--- config.mk ---
export PLATFORM = sky130hd
export DESIGN_NAME = salt_split
export DESIGN_NICKNAME = d
export VERILOG_FILES = /design/src/rtl/salt_pkg.sv /design/src/rtl/salt_split.sv
export SDC_FILE = /design/constraint.sdc
export NUM_CORES = 1
export LEC_CHECK = 0
export BUFFER_PORTS_ARGS = -buffer_cell sky130_fd_sc_hd__buf_2
export CAP_MARGIN = 0
export CORE_ASPECT_RATIO = 0.9
export CORE_MARGIN = 4
export CORE_UTILIZATION = 35
export DETAILED_ROUTE_END_ITERATION = 12
export PLACE_DENSITY = 0.59
export SLEW_MARGIN = 5
export SYNTH_ARGS = -nofsm -noshare
export SYNTH_HDL_FRONTEND = slang
export SYNTH_SLANG_ARGS = --single-unit
--- constraint.sdc ---
create_clock -name vclk -period 2.7
set_input_delay 0.135 -clock vclk [all_inputs]
set_output_delay 0.135 -clock vclk [all_outputs]
set_load 0.05 [all_outputs]
--- src/rtl/salt_pkg.sv ---
// shared constants, types and codes of the set-associative lru tag store
package salt_pkg;

   localparam int MAX_WAYS   = 8;
   localparam int MAX_SETS   = 256;
   localparam int ADDR_WIDTH = 32;

   localparam int ADDR_W = 32;
   localparam int TAG_W  = ADDR_W;
   localparam int CFG_W  = 4;
   localparam int CSR_IDX_W = 2;
   localparam int KIND_W = 2;
   localparam int SET_W  = (MAX_SETS > 1) ? $clog2(MAX_SETS) : 1;
   localparam int WAY_W  = (MAX_WAYS > 1) ? $clog2(MAX_WAYS) : 1;
   localparam int RANK_W = WAY_W;
   localparam int WCNT_W = $clog2(MAX_WAYS + 1);

   localparam logic [RANK_W-1:0] RANK_MAX = RANK_W'(MAX_WAYS - 1);
   localparam logic [ADDR_W-1:0] ADDR_MASK =
      (ADDR_WIDTH >= ADDR_W) ? {ADDR_W{1'b1}} : ((ADDR_W'(1) << ADDR_WIDTH) - ADDR_W'(1));

   localparam logic [CFG_W-1:0] OFFSET_RESET = CFG_W'(6);
   localparam logic [CFG_W-1:0] INDEX_RESET  = CFG_W'(6);
   localparam logic [CFG_W-1:0] WAYS_RESET   = CFG_W'(8);

   typedef enum logic [KIND_W-1:0] {
      KIND_ACCESS = 2'd0,
      KIND_FILL   = 2'd1,
      KIND_INVAL  = 2'd2
   } kind_type;

   typedef enum logic [CSR_IDX_W-1:0] {
      CSR_OFFSET_BITS = 2'd0,
      CSR_INDEX_BITS  = 2'd1,
      CSR_WAYS_IN_USE = 2'd2
   } csr_index_type;

   typedef logic [TAG_W-1:0] tag_type;
   typedef tag_type [MAX_WAYS-1:0] tag_row_type;

   typedef struct packed {
      logic              valid;
      logic [RANK_W-1:0] rank;
   } way_meta_type;

   typedef way_meta_type [MAX_WAYS-1:0] meta_row_type;

   typedef struct packed {
      logic hit;
      logic forward_miss;
   } rsp_flags_type;

   typedef struct packed {
      logic             meta_we;
      logic             tag_we;
      logic [WAY_W-1:0] tag_way;
   } wb_ctrl_type;

endpackage

--- src/rtl/salt_split.sv ---
// address split into set index and tag under the programmed field widths
module salt_split (
   input  logic [salt_pkg::ADDR_W-1:0] address,
   input  logic [salt_pkg::CFG_W-1:0]  offset_bits,
   input  logic [salt_pkg::CFG_W-1:0]  index_bits,
   output logic [salt_pkg::ADDR_W-1:0] addr_masked,
   output logic [salt_pkg::SET_W-1:0]  set_idx,
   output salt_pkg::tag_type           tag
);

   logic [salt_pkg::ADDR_W-1:0]  shifted;
   logic [2**salt_pkg::CFG_W-1:0] idx_mask;
   logic [salt_pkg::CFG_W:0]      tag_shift;

   always_comb begin
      addr_masked = address & salt_pkg::ADDR_MASK;
      shifted     = addr_masked >> offset_bits;
      idx_mask    = (2**salt_pkg::CFG_W)'((17'(1) << index_bits) - 17'(1));
      set_idx     = salt_pkg::SET_W'(shifted[2**salt_pkg::CFG_W-1:0] & idx_mask);
      tag_shift   = {1'b0, offset_bits} + {1'b0, index_bits};
      tag         = salt_pkg::TAG_W'(addr_masked >> tag_shift);
   end

endmodule

==> results.ini <==
[timing]
setup_tns_ps=0
min_period_ps=2700
fin_crit_sh=0.999
fmax_mhz=371
worstMarginPinSlew_ps=523
setup-violations-final=0
finalHoldViolations=0
relSlewSlack=0.650
rsz0062_at_grt=true
slew_violations=0

[min_path]
hold_path_class=in2out

[yosys]
synth_fp_nets=402
netlist_area_mm2=0.00299
syn_avg_cell_area_um2=8.39
synth.lib_cells_used.distinct=48
synth_area_leaders=mux4_2 23%, mux2i_1 11%, buf_4 9.8%
ys_seq_area_frac=0
synth_top_area_share=0.234
ys_warn_count=0
synth.most_common_cell=buf_4
synthCells=356
ys_top_cells_by_count=39 x buf_4, 36 x nand2_1, 32 x mux2i_1
yosysTopAreaCell=mux4_2

[drt]
drtIter0Drc=334
drc=0
wire_per_inst_um=18.9
vias=3290
viasPerCell=5.90
firstDrtPassIters=7
final_antenna_net_count=0
wirelength_um=10500

[finish]
instances_no_fill=558
design.seq.count=0
regArea_um2=0
syn_to_final_growth_pct=31.5
clock_buffers=0
n_antenna_cell=0
drive_gt1_frac=0.528
nets=491

[global_routing]
track_usage=0.197
antenna_found_initial=0
overflow=0
grt_pass1_wl_um=16300
grt_pass1_vias=3035
grt_max_degree=32

[placed_design]
hpwlAfterDp_um=8040
routabilityCongestion=0.854
dpl.cell_count=553
io_buffers=112

[floorplan]
core_mm2=0.00818
ios=112
initial_utilization=0.365
die-width_um=105
num_rows=31
die_h_um=95.6
die_area_mm2=0.0101

[power_and_ir_drop]
ir_drop_mv=0.260
power_density_mw_per_mm2=530
p_leak_nw=1.77

[critical_path]
timing_worst_setup_path_type=in2out
cp_max_fo=6
path_cells=buf_8, ha_4, fa_2, buf_12, mux4_2, mux4_2, mux2_4, buf_8
slowest_stage=fa_2
setup.worst_path.end_class=primary output
cp_data_arrival_time_ps=2560
cpPeakStageDelay_ps=560
startpoint_type=primary input
crit_required_ps=2570

[run_status]
status=finished clean

[job]
drv_cap=0

==> cell type report <==
class / instances / area, µm²
Fill cell: 810 / 4260
Multi-Input combinational cell: 282 / 2680
Timing Repair Buffer: 152 / 1070
Tap cell: 115 / 144
Inverter: 9 / 33.8
==> critical path, delay by kind of cell <==
family                   cells  cell delay (ps)
multiplexers                 3             1310
adder cells (fa/ha/maj)      2              720
buffers and inverters        3              390
==> report_power, final <==
part | internal, mW | leakage [nW] | switching, mW
combinational | 0.795 | 1.77 | 1.28
sequential | 0 | 0 | 0
clock | 0 | 0 | 0
total | 0.795 | 1.77 | 1.28
==> placed cells by master (no fill, tap or decap), types with 3 or more instances in the layout <==
cell and n:
mux2i_1 27, a211oi_1 4, buf_8 3, buf_6 9, a21oi_1 21, buf_12 6, o21ai_1 4, nand3_1 10
a21o_1 4, mux2_2 12, mux4_1 8, buf_2 97, nand3b_1 3, nor2b_1 3, buf_4 33, mux4_2 32
o21ai_0 11, inv_1 8, mux2i_4 3, nor2_1 28, nand2_1 35, a211oi_2 3, and3_1 6, a21oi_2 5
o211ai_1 9, o21ai_2 9, ha_1 4
==> stage by stage <==
step	setup slack [ps]	power, mW	cell area, µm²	hold slack (ps)	utilization
6_report	3.20	2.08	3930	597	0.480
5_1_grt	-30.4	2.19	3930	601	0.480
4_1_cts	-21.5	1.94	3760	596	0.459
3_5_place_dp	-118	1.88	3670	595	0.448
3_3_place_gp	-146	1.87	3670	597	0.448
2_1_floorplan	-178	1.43	3070	437	-
==> path summary, 6_finish.rpt <==
kind	startpoint	endpoint	slack, ps	depth (start not counted)
worst max-delay path	index_bits[0]	tag[5]	3	8
worst min-delay path	address[0]	addr_masked[0]	600	2
==> routing by layer <==
metal	up-vias	global-route usage	routed length, µm
met5	-	0	0
met2	177	0.313	4790
met1	1580	0.294	4680
met3	21	0.0196	840
met4	0	0.0328	219
li1	1512	-	-
==> cell families (layout without fill, tap and decap cells) <==
family,after synthesis,count (layout),synth area share
fa+ha+maj,6,6,0.0277
buf+inv,74,161,0.157
compound gates,90,90,0.188
xor+xnor,3,3,0.00880
simple gates,98,98,0.149
mux,85,85,0.469
==> repair_timing <==
action	in CTS	in global routing
buffers inserted	1	2
gates cloned	1	1
pin swaps	1	9
resized for setup	13	49
endpoints found under the setup margin	15	18
hold buffers	0	0
No activity file was read; power rests on OpenSTA's default activity.
