==> src/rtl/salt_pkg.sv <==
// shared constants, types and codes of the set-associative lru tag store
package salt_pkg;

   localparam int MAX_WAYS   = 8;
   localparam int MAX_SETS   = 256;
   localparam int ADDR_WIDTH = 32;

   localparam int ADDR_W = 32;
   localparam int TAG_W  = ADDR_W;
   localparam int CFG_W  = 4;
   localparam int CSR_IDX_W = 2;
   localparam int KIND_W = 2;
   localparam int SET_W  = (MAX_SETS > 1) ? $clog2(MAX_SETS) : 1;
   localparam int WAY_W  = (MAX_WAYS > 1) ? $clog2(MAX_WAYS) : 1;
   localparam int RANK_W = WAY_W;
   localparam int WCNT_W = $clog2(MAX_WAYS + 1);

   localparam logic [RANK_W-1:0] RANK_MAX = RANK_W'(MAX_WAYS - 1);
   localparam logic [ADDR_W-1:0] ADDR_MASK =
      (ADDR_WIDTH >= ADDR_W) ? {ADDR_W{1'b1}} : ((ADDR_W'(1) << ADDR_WIDTH) - ADDR_W'(1));

   localparam logic [CFG_W-1:0] OFFSET_RESET = CFG_W'(6);
   localparam logic [CFG_W-1:0] INDEX_RESET  = CFG_W'(6);
   localparam logic [CFG_W-1:0] WAYS_RESET   = CFG_W'(8);

   typedef enum logic [KIND_W-1:0] {
      KIND_ACCESS = 2'd0,
      KIND_FILL   = 2'd1,
      KIND_INVAL  = 2'd2
   } kind_type;

   typedef enum logic [CSR_IDX_W-1:0] {
      CSR_OFFSET_BITS = 2'd0,
      CSR_INDEX_BITS  = 2'd1,
      CSR_WAYS_IN_USE = 2'd2
   } csr_index_type;

   typedef logic [TAG_W-1:0] tag_type;
   typedef tag_type [MAX_WAYS-1:0] tag_row_type;

   typedef struct packed {
      logic              valid;
      logic [RANK_W-1:0] rank;
   } way_meta_type;

   typedef way_meta_type [MAX_WAYS-1:0] meta_row_type;

   typedef struct packed {
      logic hit;
      logic forward_miss;
   } rsp_flags_type;

   typedef struct packed {
      logic             meta_we;
      logic             tag_we;
      logic [WAY_W-1:0] tag_way;
   } wb_ctrl_type;

endpackage

==> src/rtl/salt_update.sv <==
// set lookup, replacement choice and recency update for one item
module salt_update (
   input  logic [salt_pkg::KIND_W-1:0] kind,
   input  salt_pkg::tag_type           tag,
   input  logic [salt_pkg::WCNT_W-1:0] ways_n,
   input  salt_pkg::tag_row_type       tags,
   input  salt_pkg::meta_row_type      meta,
   output salt_pkg::rsp_flags_type     flags,
   output salt_pkg::wb_ctrl_type       wb,
   output salt_pkg::meta_row_type      new_meta
);

   logic [salt_pkg::MAX_WAYS-1:0] in_use;
   logic [salt_pkg::MAX_WAYS-1:0] match;
   logic [salt_pkg::MAX_WAYS-1:0] free;
   logic [salt_pkg::WAY_W-1:0]    found_way;
   logic [salt_pkg::WAY_W-1:0]    free_way;
   logic [salt_pkg::WAY_W-1:0]    victim_way;
   logic [salt_pkg::RANK_W-1:0]   victim_rank;
   logic [salt_pkg::RANK_W-1:0]   found_rank;
   logic                          present;
   logic                          free_found;
   logic                          do_promote;
   logic                          age_all;
   logic [salt_pkg::WAY_W-1:0]    pr_way;
   logic [salt_pkg::RANK_W-1:0]   pr_limit;
   logic                          do_drop;

   always_comb begin
      found_way   = '0;
      free_way    = '0;
      for (int i = salt_pkg::MAX_WAYS - 1; i >= 0; i--) begin
         in_use[i] = salt_pkg::WCNT_W'(i) < ways_n;
         match[i]  = in_use[i] && meta[i].valid && (tags[i] == tag);
         free[i]   = in_use[i] && !meta[i].valid;
         if (match[i]) begin
            found_way = salt_pkg::WAY_W'(i);
         end
         if (free[i]) begin
            free_way = salt_pkg::WAY_W'(i);
         end
      end
      present    = |match;
      free_found = |free;
      found_rank = meta[found_way].rank;

      victim_way  = '0;
      victim_rank = meta[0].rank;
      for (int i = 1; i < salt_pkg::MAX_WAYS; i++) begin
         if (in_use[i] && (meta[i].rank > victim_rank)) begin
            victim_way  = salt_pkg::WAY_W'(i);
            victim_rank = meta[i].rank;
         end
      end
   end

   always_comb begin
      flags      = '0;
      wb         = '0;
      do_promote = 1'b0;
      age_all    = 1'b0;
      pr_way     = found_way;
      pr_limit   = found_rank;
      do_drop    = 1'b0;
      case (kind)
         salt_pkg::KIND_ACCESS: begin
            flags.hit          = present;
            flags.forward_miss = !present;
            wb.meta_we         = 1'b1;
            do_promote         = present;
         end
         salt_pkg::KIND_FILL: begin
            flags.hit  = present;
            wb.meta_we = 1'b1;
            do_promote = 1'b1;
            if (!present) begin
               wb.tag_we = 1'b1;
               if (free_found) begin
                  pr_way  = free_way;
                  age_all = 1'b1;
               end else begin
                  pr_way   = victim_way;
                  pr_limit = victim_rank;
               end
               wb.tag_way = pr_way;
            end
         end
         salt_pkg::KIND_INVAL: begin
            flags.hit  = present;
            wb.meta_we = 1'b1;
            do_drop    = present;
         end
         default: begin
         end
      endcase
   end

   always_comb begin
      new_meta = meta;
      if (do_promote) begin
         for (int i = 0; i < salt_pkg::MAX_WAYS; i++) begin
            if (in_use[i] && (salt_pkg::WAY_W'(i) != pr_way) && meta[i].valid &&
                (age_all || (meta[i].rank < pr_limit)) && (meta[i].rank != salt_pkg::RANK_MAX)) begin
               new_meta[i].rank = meta[i].rank + salt_pkg::RANK_W'(1);
            end
         end
         new_meta[pr_way].rank  = '0;
         new_meta[pr_way].valid = 1'b1;
      end
      if (do_drop) begin
         for (int i = 0; i < salt_pkg::MAX_WAYS; i++) begin
            if (in_use[i] && (salt_pkg::WAY_W'(i) != found_way) && meta[i].valid &&
                (meta[i].rank > found_rank)) begin
               new_meta[i].rank = meta[i].rank - salt_pkg::RANK_W'(1);
            end
         end
         new_meta[found_way].valid = 1'b0;
      end
   end

endmodule

==> config.mk <==
export PLATFORM = sky130hd
export DESIGN_NAME = salt_update
export DESIGN_NICKNAME = d
export VERILOG_FILES = /design/src/rtl/salt_pkg.sv /design/src/rtl/salt_update.sv
export SDC_FILE = /design/constraint.sdc
export NUM_CORES = 1
export LEC_CHECK = 0
export BUFFER_PORTS_ARGS = -buffer_cell sky130_fd_sc_hd__buf_4
export CAP_MARGIN = 20
export CORE_AREA = 2 2 141 143
export DETAILED_ROUTE_END_ITERATION = 10
export DIE_AREA = 0 0 143 145
export PLACE_DENSITY = 0.75
export SYNTH_ARGS = -nofsm -noshare
export SYNTH_HDL_FRONTEND = slang
export SYNTH_SLANG_ARGS = --single-unit
==> constraint.sdc <==
create_clock -name vclk -period 22.3
set_input_delay 4.46 -clock vclk [all_inputs]
set_output_delay 4.46 -clock vclk [all_outputs]
set_load 0.02 [all_outputs]
==> flow_summary.rst <==
.. list-table::
   :header-rows: 1

   * - Metric
     - Value
   * - Count of different cell masters after synthesis
     - 97
   * - Proportion of layout cells with a drive suffix above 1
     - roughly 29%
   * - Cell with the most instances after synthesis
     - xnor2_1
   * - Synthesized netlist cell count
     - 1120
   * - Fraction of synthesized cell area taken by the top area cell type
     - 25.2%
   * - Worst setup SP type
     - input port
   * - Yosys warns
     - 0
   * - Count of clock-net buffers in the final layout
     - 0
   * - Post-CTS Setup Repair Bufs
     - 0
   * - Switching portion of total power
     - 54.0%
   * - Worst hold path stage count
     - 3
   * - Time the final worst path needs with I/O delays and setup
     - 20150 ps
   * - Critical path buffer and inverter count
     - 4
   * - Cell Pwr Density
     - ~24 nW/um^2
   * - Worst hold path class
     - in -> out
   * - Final non-filler cell total
     - 1708
   * - First-pass GRT wire length
     - approximately 58000 um
   * - RSZ-0062 raised after global routing
     - false
   * - Top achievable clock speed
     - 0.0496 GHz
   * - Part of the total power dissipated in combinational logic
     - 100.0%
   * - Detailed placer's ending HPWL
     - approximately 33000 um
   * - Worst rel slew slack
     - about a fifth
   * - Seq cells
     - 0
   * - Top cells by instance count after synthesis
     - 229 x xnor2_1, 92 x nand4_1, 91 x nand2_1
   * - Worst endpoint required time
     - 17840 ps
   * - Drt via density
     - a little over 6
   * - Number of nets at the end of the flow
     - 1834
   * - Die footprint
     - 20700 um^2
   * - Biggest fanout along the worst timing path
     - 9
   * - Worst-path cell with the longest stage delay
     - a211oi_1
   * - Slew Viols, Final
     - 0
   * - Row cnt
     - between 50 and 60
   * - Chip height
     - 145 um
   * - Endpoint of the worst hold-timing path
     - flags[0]
   * - Starting DRT DRC Count
     - 946
   * - Number of hold-repair buffers added at the cts stage
     - 0
   * - Final-layout fill cell count
     - 1921
   * - Worst vdd ir
     - 16.6 uV
   * - Post-synthesis average cell area
     - 7.12 um^2
   * - Combined area of all synthesized cells
     - 7970 um^2
   * - Library cell appearing most often on the critical path
     - ha_1
   * - Period utilisation layout
     - 90.4%
   * - Proportion of synthesized chip area in sequential cells
     - 0%
   * - Placed cells
     - around 1700
   * - Routability-driven placement congestion ratio
     - 0.995
   * - Family with the most delay on the worst path
     - compound AO/OA/AOI/OAI gates
   * - Pin slew with the least headroom to its limit
     - 1190 ps
   * - Hold path startpoint
     - kind[0]
   * - Layout overhead on the synthesized area
     - 36.0%
   * - Area used by sequential logic in the layout
     - 0 um^2
   * - Classification of the worst setup path
     - in -> out
   * - Total Negative Setup Slacks
     - 0 ps
   * - Routed length per placed instance
     - 23.2 um
   * - Antenna violations before repair
     - 2
   * - Via count of the first global-routing pass
     - 10237
   * - Net Count, Synth
     - between 1500 and 2000
   * - Total of cells resized after clock tree synthesis
     - 0
   * - ANT nets after route
     - 0
   * - Delay of the slowest cell on the worst path
     - ~410 ps
   * - Worst path arrival time
     - 15690 ps
   * - Global route total overflow
     - 0
   * - Count of vias placed by the detailed router
     - between 10000 and 15000
   * - Fraction of power consumed by sequential logic
     - 0%
   * - Top post-synthesis cells by area
     - xnor2_1 25%, ha_1 10%, nand4_1 7.2%
   * - Clock Power Share
     - 0%
   * - Floorplan Core Area
     - between 15000 and 20000 um^2
   * - Number of top-level pins
     - about 370
   * - DRT Wirelength
     - 39600 um
   * - Starting utilization of the core area
     - between 40% and 50%
   * - Residual DRC
     - 0
   * - Total internal power
     - between 0.1 and 0.15 mW
   * - Crit. End Element
     - output pin
   * - Setup-violating endpoint count in the final report
     - 0
   * - Horizontal die dimension
     - 143 um
   * - Cell accounting for the most synthesized area
     - xnor2_1
   * - Detailed-routing iteration count for the pre-antenna-repair pass
     - 7
   * - GRT Util Overall
     - 36.3%
   * - Static leakage
     - 4.42 nW
   * - Power, Total
     - around 0.26 mW
   * - Total net switching power
     - ~0.14 mW
   * - Max capacitance violation total
     - 0
   * - Number of hold violations in the final report
     - 0
   * - Port Buf Inserts
     - 365
   * - Result of the run
     - complete, no violations
   * - Pin count of the biggest net entering global routing
     - 30
## worst min-delay path: stages
cell and delay, ps:
buf_4 120, nor3_1 50, buf_4 150
## metrics by stage
step	utilization [%]	hold WS, ps	setup WS [ps]	cell area, um^2
after floorplan	-	8990	3430	7970
after global placement	56.3	9250	2740	10800
after detailed placement	56.3	9240	2270	10800
after CTS	56.3	9240	2240	10800
after global routing	56.4	9260	1120	10800
final	56.4	9240	2150	10800
## layer usage
metal	global-route usage (%)	up-vias	part of all wire, %
met3	6.34	155	9.3
met2	63.9	660	48
li1	-	4804	-
met1	43.1	4876	37
met4	14.6	0	5.2
met5	0	-	0
## placed cells by master (no fill, tap or decap), drive strengths merged, types with 8 or more instances in the layout
cell,netlist,routed
a211oi,19,19
a21o,11,11
a21oi,47,47
a311oi,8,8
a31oi,17,17
and2,9,9
buf,40,372
ha,66,66
inv,42,42
mux2,8,8
mux2i,23,23
nand2,93,93
nand3,29,29
nand4,92,92
nor2,71,71
nor2b,12,12
nor3,36,36
nor4,27,27
nor4b,11,11
o21a,14,14
o21ai,45,45
o31ai,9,9
or2,10,10
or3,13,13
xnor2,229,229
xor2,27,27
## how the worst max path moves through the flow
stage | slack (ps) | cells after the start | to | start
detailed placement | 2270 | 56 | new_meta[14] | meta[2]
global placement | 2740 | 56 | new_meta[14] | meta[2]
CTS | 2240 | 56 | new_meta[14] | meta[2]
global route | 1120 | 56 | new_meta[14] | meta[2]
floorplan | 3430 | 52 | new_meta[14] | meta[2]
finish | 2150 | 56 | new_meta[14] | meta[2]
## cell families after synthesis
kind of cell,count (synthesis),synth area share [%]
buffers and inverters,94,5.31
muxes,31,4.43
xor gates and xnor gates,256,28.1
and+or+nand+nor,426,28.4
AOI/OAI and AO/OA,244,23.0
adders and majority gates,69,10.8
## power by group through the flow
stage                       Clock (mW)  Sequential, mW  Combinational [mW]
after floorplan                      0               0               0.152
after global placement               0               0               0.248
after detailed placement             0               0               0.251
after CTS                            0               0               0.252
after global routing                 0               0               0.276
final                     0.0000000181               0               0.257
## layout make-up
class | instances | area, um^2 | share of cell area, %
Timing Repair Buffer | 372 | 2790 | 25.7
Tap cell | 265 | 332 | 3.06
Inverter | 42 | 158 | 1.45
Multi-Input combinational cell | 1026 | 7550 | 69.7
Antenna cell | 3 | 7.51 | 0.0693
Note: power is estimated with default switching activity, not from simulation.
